File: src/hdl/sfir_pkg.sv
`timescale 1ns / 1ps
// ----------------------------------------------------------------------------
// sfir_pkg
// Shared types, constants and the rate table of the still-frame retimer.
// ----------------------------------------------------------------------------
package sfir_pkg;

    localparam int TIME_WIDTH_DEF = 40;
    localparam int PTS_W          = 40;
    localparam int FN_W           = 32;

    localparam logic [1:0] CMD_OUT_REQ   = 2'd0;
    localparam logic [1:0] CMD_FRAME     = 2'd1;
    localparam logic [1:0] CMD_SEEK      = 2'd2;
    localparam logic [1:0] CMD_SEEK_DONE = 2'd3;

    localparam logic [2:0] KIND_DUP     = 3'd0;
    localparam logic [2:0] KIND_FETCH   = 3'd1;
    localparam logic [2:0] KIND_ADJUST  = 3'd2;
    localparam logic [2:0] KIND_CAPTURE = 3'd3;
    localparam logic [2:0] KIND_SEEK    = 3'd4;

    localparam logic [2:0] REG_START  = 3'd0;
    localparam logic [2:0] REG_DUR    = 3'd1;
    localparam logic [2:0] REG_STREAM = 3'd2;
    localparam logic [2:0] REG_INC    = 3'd3;
    localparam logic [2:0] REG_NUM    = 3'd4;
    localparam logic [2:0] REG_DEN    = 3'd5;

    typedef struct packed {
        logic [31:0] lo;
        logic [31:0] hi;
        logic [31:0] n;
        logic [31:0] d;
    } t_rate;

    localparam t_rate RATE_TABLE [8] = '{
        '{32'd40000, 32'd40000, 32'd1000, 32'd25000},
        '{32'd20000, 32'd20000, 32'd1000, 32'd50000},
        '{32'd16661, 32'd16671, 32'd1000, 32'd60000},
        '{32'd16678, 32'd16688, 32'd1001, 32'd60000},
        '{32'd33360, 32'd33371, 32'd1001, 32'd30000},
        '{32'd41700, 32'd41710, 32'd1001, 32'd24000},
        '{32'd33328, 32'd33338, 32'd1000, 32'd30000},
        '{32'd41660, 32'd41670, 32'd1000, 32'd24000}
    };

    // divider request / status
    typedef struct packed {
        logic        start;
        logic [63:0] dvd_hi;
        logic [63:0] dvd_lo;
        logic [63:0] dvs;
    } t_div_req;

    typedef struct packed {
        logic        busy;
        logic        done;
        logic        over;
        logic [63:0] quo;
        logic [63:0] rem;
    } t_div_rsp;

endpackage

File: src/hdl/sfir_div.sv
`timescale 1ns / 1ps
// ----------------------------------------------------------------------------
// sfir_div
// Shared restoring divider, 128 by 64 bit, two quotient bits per cycle.
// ----------------------------------------------------------------------------
module sfir_div (
    input  logic              i_clk,
    input  logic              i_rst_n,
    input  sfir_pkg::t_div_req i_req,
    output sfir_pkg::t_div_rsp o_rsp
);
    import sfir_pkg::*;

    logic [127:0] r_dvd, n_dvd;
    logic [64:0]  r_rem, n_rem;
    logic [63:0]  r_dvs;
    logic [63:0]  r_quo, n_quo;
    logic         r_over, n_over;
    logic [6:0]   r_cnt, n_cnt;
    logic         r_busy, r_done;

    always_comb begin
        logic [64:0] rm;
        n_dvd  = r_dvd;
        n_rem  = r_rem;
        n_quo  = r_quo;
        n_over = r_over;
        rm     = r_rem;
        for (int k = 0; k < 2; k++) begin
            rm = {rm[63:0], n_dvd[127]};
            n_dvd = {n_dvd[126:0], 1'b0};
            if (rm >= {1'b0, r_dvs}) begin
                rm = rm - {1'b0, r_dvs};
                if (r_cnt > 7'd31) n_over = 1'b1;
                n_quo = {n_quo[62:0], 1'b1};
            end else begin
                n_quo = {n_quo[62:0], 1'b0};
            end
        end
        n_rem = rm;
        n_cnt = r_cnt - 7'd1;
    end

    always_ff @(posedge i_clk) begin
        if (!i_rst_n) begin
            r_busy <= 1'b0;
            r_done <= 1'b0;
            r_cnt  <= '0;
        end else if (i_req.start) begin
            r_busy <= 1'b1;
            r_done <= 1'b0;
            r_cnt  <= 7'd63;
            r_dvd  <= {i_req.dvd_hi, i_req.dvd_lo};
            r_dvs  <= i_req.dvs;
            r_rem  <= '0;
            r_quo  <= '0;
            r_over <= 1'b0;
        end else if (r_busy) begin
            r_dvd  <= n_dvd;
            r_rem  <= n_rem;
            r_quo  <= n_quo;
            r_over <= n_over;
            r_cnt  <= n_cnt;
            if (r_cnt == 7'd0) begin
                r_busy <= 1'b0;
                r_done <= 1'b1;
            end
        end else begin
            r_done <= 1'b0;
        end
    end

    assign o_rsp.busy = r_busy;
    assign o_rsp.done = r_done;
    assign o_rsp.over = r_over;
    assign o_rsp.quo  = r_quo;
    assign o_rsp.rem  = r_rem[63:0];
endmodule

File: config.mk
export PLATFORM = sky130hd
export DESIGN_NAME = sfir_div
export DESIGN_NICKNAME = d
export VERILOG_FILES = /design/src/hdl/sfir_pkg.sv /design/src/hdl/sfir_div.sv
export SDC_FILE = /design/constraint.sdc
export NUM_CORES = 1
export LEC_CHECK = 0
export BUFFER_PORTS_ARGS = -buffer_cell sky130_fd_sc_hd__buf_4
export CAP_MARGIN = 40
export CELL_PAD_IN_SITES_DETAIL_PLACEMENT = 0
export CELL_PAD_IN_SITES_GLOBAL_PLACEMENT = 1
export CORE_MARGIN = 2
export CORE_UTILIZATION = 49
export CTS_CLUSTER_DIAMETER = 120
export CTS_CLUSTER_SIZE = 12
export DETAILED_ROUTE_END_ITERATION = 7
export GPL_ROUTABILITY_DRIVEN = 0
export GPL_TIMING_DRIVEN = 0
export PLACE_DENSITY = 0.94
export SYNTH_ARGS = -nofsm -noshare
export SYNTH_HDL_FRONTEND = slang
export SYNTH_SLANG_ARGS = --single-unit
File: constraint.sdc
create_clock -name i_clk -period 19.8 [get_ports i_clk]
set_input_delay 0.99 -clock i_clk [delete_from_list [all_inputs] [get_ports i_clk]]
set_output_delay 0.99 -clock i_clk [all_outputs]
set_load 0.03 [all_outputs]
; ---- Yosys cells after proc, flatten, opt, wreduce, memory -nomap -nowiden
; Cells that the tools add are included.
; Widths: inputs -> output; s select.
[totals]
ram_bits = 0
latchBits = 0
out_inout_bits = 131
mem_count = 0
regBits = 330
mem_bits_ro = 0
wordCells = 41
inputBits = 195
[classes]
eq_ne = 0
magnitude_cmp = 3
n_reduce_logical = 6
n_mul = 0
mux = 18
div = 0
addsub = 3
bitwise_logic = 2
shifts = 0
[op_table]
columns = op, count
row1 = $mux 128, 2
row2 = $mux 64, 4
row3 = $ge 65x64->1, 2
row4 = $sub 64x64->64, 2
row5 = $mux 6, 2
row6 = $mux 1, 10
row7 = $gt 7x5->1 const B, 1
row8 = $logic_not 7->1, 1
row9 = $sub 7x1->7 const B, 1
row10 = $reduce_and 2->1, 2
row11 = $reduce_or 3->1, 1
row12 = $not 1->1, 2
row13 = $reduce_bool 2->1, 1
row14 = $reduce_or 2->1, 1

; ---- Logic depth before layout (Yosys ltp)
[depth]
ltp_word = 6
ltp_mapped = 30
mapped_depth_nobuf = 27

; ---- Worst setup path after synthesis
; Ideal clock, no wire load.
[synth_timing]
path_type = input -> register
start = input port i_req[192] (netlist bit)
end = register r_dvd[0] (enable)
cell_stages = 3
setup_slack_ns = 11.926
t_required_ns = 19.158
path_buffers = 2
arrival_time_ns = 7.231
setup_ns = 0.642
cell_sequence = clkbuf_1 -> clkbuf_1 -> o21a_1
[synth_between]
elab_chain_cells = 2
[synth_lines]
columns = element, line_no
row1 = from (decl), sfir_div.sv:9  ; input sfir_pkg::t_div_req i_req,
row2 = $reduce_bool 2->1 (no line), -
row3 = $reduce_and 2->1 (no line), -
row4 = to (signal assigned), sfir_div.sv:53  ; r_dvd <= {i_req.dvd_hi, i_req.dvd_lo};
row5 = to (signal assigned), sfir_div.sv:59  ; r_dvd <= n_dvd;
row6 = to (decl), sfir_div.sv:14  ; logic [127:0] r_dvd, n_dvd;
; No other way between the ends.
; A chain may end at the register's enable or synchronous reset.

; ---- Worst setup path after layout
[layout_timing]
start = register r_dvs[1]
end = register r_rem[31], data pin
[layout_between]
elab_chain_cells = 5
word_cells_on_any_way = 7
classes_between = add/sub: 2 / order compare: 2 / mux: 3
[layout_lines]
columns = element, line_no
row1 = from (decl), sfir_div.sv:16  ; logic [63:0] r_dvs;
row2 = from (signal assigned), sfir_div.sv:54  ; r_dvs <= i_req.dvs;
row3 = $sub 64x64->64 / $ge 65x64->1 (equally long branches), "sfir_div.sv:33, sfir_div.sv:32"
row4 = $mux 64, sfir_div.sv:32  ; if (rm >= {1'b0, r_dvs}) begin
row5 = $sub 64x64->64 / $ge 65x64->1 (equally long branches), "sfir_div.sv:33, sfir_div.sv:32"
row6 = $mux 64 (*), sfir_div.sv:32
row7 = $mux 64 (*), sfir_div.sv:58  ; end else if (r_busy) begin
row8 = to (signal assigned), sfir_div.sv:60  ; r_rem <= n_rem;
row9 = to (decl), sfir_div.sv:15  ; logic [64:0] r_rem, n_rem;
; Mark *: on every way between the ends. The rest lies on a longest branch, timed or not. The select of a mux whose other input is x is not followed.

==> results by group <==
Synthesis
  – Primary FF master, synth: edfxtp_1
  – EDFF count, synth: 321
  – Register area share after synthesis: 44.6%
  – Count leader, synth: edfxtp_1
  – Yosys cell types: 82
  – Area leader, netlist: edfxtp_1
  – Cell Area, Synth: 22000 µm²
  – Share of the synthesized area in the top cell type: between 40 and 50%
  – Ys Warns: 0
  – Yosys reg bits: 330
  – Mapped Nets: between 2000 and 2500
  – Commonest cells in the netlist: 321 x edfxtp_1, 174 x nand2_1, 136 x a21oi_1
  – Synth top area cells: edfxtp_1 44%, ha_1 7.5%, mux2_2 6.9%, a21oi_1 3.1%, nand2_1 3.0%
  – Ys async rst share: 0%
  – Post-synthesis cell count: between 2000 and 2500
  – Synth Area per Inst: around 10 µm²

Outcome
  – Outcome: finished clean

GRT
  – Largest net degree at the start of global routing: 70
  – First-pass GRT wire length: 102000 µm
  – Number of global-route vias before repair: approximately 18000
  – Global route overflow: 0
  – Initial antenna violation count: 6
  – Overall Global Routing Usage: between 20 and 30%

Final layout
  – Fillers: 3756
  – Post-layout util: 59.2%
  – Layout Cells excl Fill: 3086
  – Nets@finish: 2806
  – Area delta synth->final: 19.0%
  – Layout cell share with drive strength beyond 1: between 20% and 30%

Timing
  – Clock skew: 0.0249 ns
  – Worst slew margin: between 30 and 40%
  – Max Fclk: 0.114 GHz
  – Total negative slack: 0 ns
  – Final setup fails: 0
  – Final period util: ~44%
  – Final Hold Viols: 0
  – Slew @ Worst Pin: between 0.9 and 1 ns
  – RSZ-0062 raised after global routing: false
  – Tmin final: 8.74 ns
  – Slew Limit Fails: 0
  – Final hold slack: 0.541 ns

CTS
  – Clock Sinks: 330
  – Setup Buffers After CTS: 0
  – Clk buf depth: 3
  – Post-CTS sizing: 0
  – H-tree Lvls: 1
  – Clock Root Buffer: clkbuf_16
  – Reg clk slew, reported paths: 0.07 ns
  – Worst skew pair latency: 0.62 ns
  – CTS Buf Count: 31
  – Number of hold buffers added after CTS: 0
  – CTS tree: done

Floorplan
  – Initial Util: 49.7%
  – Core box area: 44200 µm²
  – DIE AREA: 46600 µm²
  – # IOs: 326
  – Die H: 216 µm
  – Row count: between 70 and 80
  – Die width: ~220 µm

Setup path
  – Worst setup path class: flop to flop
  – Reg2Reg Depth: 27
  – Slowest cell delay on critical path: roughly 0.69 ns
  – WP data arrival: approximately 9.1 ns
  – Startpoint Class: flop
  – CP required: slightly above 20 ns
  – CP Max Fanout: 10
  – R2R setup slack: 11.06 ns
  – Reg-to-Reg End: r_rem[31]$_SDFFCE_PP0P_
  – Critical Path Sink Type: flop
  – Slowest CP cell: clkbuf_1
  – CP delay by family, top: compound AO/OA/AOI/OAI gates
  – Crit Reg-Reg Startpoint: r_dvs[1]$_DFFE_PP_
  – Bufs and invs on worst path: 5

Run
  – Max-cap viol count: 0

Routing
  – Post-DRT Antenna Nets: 0
  – Via/cell ratio: 5.86
  – First-pass DRT Iterations: 8
  – Residual DRC: 0
  – Post-DR wirelength/cell: 21.6 µm
  – Total number of vias: 18100
  – Initial DRC Count: around 1400
  – Final WL: around 67000 µm

Hold path
  – Worst Hold Class: flop to flop
  – WHS Endpoint: r_dvd[113]$_DFFE_PP_
  – Hold Path Origin: r_dvd[111]$_DFFE_PP_
  – Hold Crit Depth: 1

Placement
  – Post-Place Cells: ~3000
  – Post-DP HPWL: 51100 µm
  – Number of port buffers: approximately 320
cell usage in the layout, fill, tap and decap left out, types with 23 or more instances in the layout:
master | netlist | routed
nand4_1 | 34 | 34
nor3_1 | 23 | 23
nor2_1 | 129 | 129
nand2_1 | 174 | 174
a21o_1 | 76 | 76
nor2b_1 | 79 | 79
a21oi_1 | 136 | 136
nand3_1 | 33 | 33
xnor2_1 | 73 | 73
inv_1 | 102 | 101
buf_4 | 69 | 392
edfxtp_1 | 321 | 321
xor2_1 | 51 | 51
clkbuf_16 | 0 | 31
clkbuf_1 | 88 | 102
mux2i_1 | 51 | 51
mux2_2 | 134 | 134
ha_1 | 131 | 131
o21bai_1 | 28 | 28
o21ai_0 | 119 | 119
through the flow:
step	cell area, µm²	setup WS (ns)
6_report	26200	11.06
5_1_grt	26200	10.72
4_1_cts	26200	11.31
3_5_place_dp	25300	11.35
3_3_place_gp	25200	9.10
2_1_floorplan	22000	11.93
cells by family after synthesis:
| family | Yosys count | share of synthesized area (%) |
|---|---|---|
| compound gates | 516 | 15.2 |
| xor+xnor | 124 | 4.94 |
| fa+ha+maj | 133 | 7.63 |
| buf+inv | 271 | 5.98 |
| flops | 330 | 44.6 |
| mux | 186 | 9.25 |
| simple gates | 556 | 12.4 |
layer usage:
layer	global-route usage, %	wire [µm]	vias up
met4	10.9	2660	8
met2	47.0	31300	808
met1	34.4	26100	8668
met3	8.02	6580	154
met5	0	57	-
li1	-	-	8433
sequential cells by signal (all words and copies together) (netlist names):
name / count
r_busy: 1
r_cnt: 7
r_done: 1
r_dvd: 128
r_dvs: 64
r_over: 1
r_quo: 64
r_rem: 64
final cells by class:
class / instances / area (µm²) / share of cell area, %
repair buffers: 329 / 2570 / 9.82
diodes: 2 / 5.00 / 0.0191
well taps: 592 / 741 / 2.83
flip-flops and latches: 330 / 9820 / 37.5
clock buffers: 45 / 828 / 3.17
clock inverters: 2 / 17.5 / 0.0670
inverters: 102 / 383 / 1.46
plain buffers: 169 / 933 / 3.57
multi-input cells: 1515 / 10900 / 41.5
how the worst max path moves through the flow:
stage / end / from / cells after the start / slack [ns]
after CTS: r_rem[31]$_SDFFCE_PP0P_ / r_dvs[1]$_DFFE_PP_ / 27 / 11.31
after global routing: r_rem[34]$_SDFFCE_PP0P_ / r_dvs[1]$_DFFE_PP_ / 28 / 10.72
final: r_rem[31]$_SDFFCE_PP0P_ / r_dvs[1]$_DFFE_PP_ / 27 / 11.06
after detailed placement: r_rem[31]$_SDFFCE_PP0P_ / r_dvs[1]$_DFFE_PP_ / 27 / 11.35
after global placement: r_rem[21]$_SDFFCE_PP0P_ / i_req[192] / 3 / 9.10
after floorplan: r_dvd[0]$_SDFFCE_PN0P_ / i_req[192] / 3 / 11.93
Power is not shown: default switching activity piles up to over one toggle a cycle in this logic, so the estimate is an artifact.
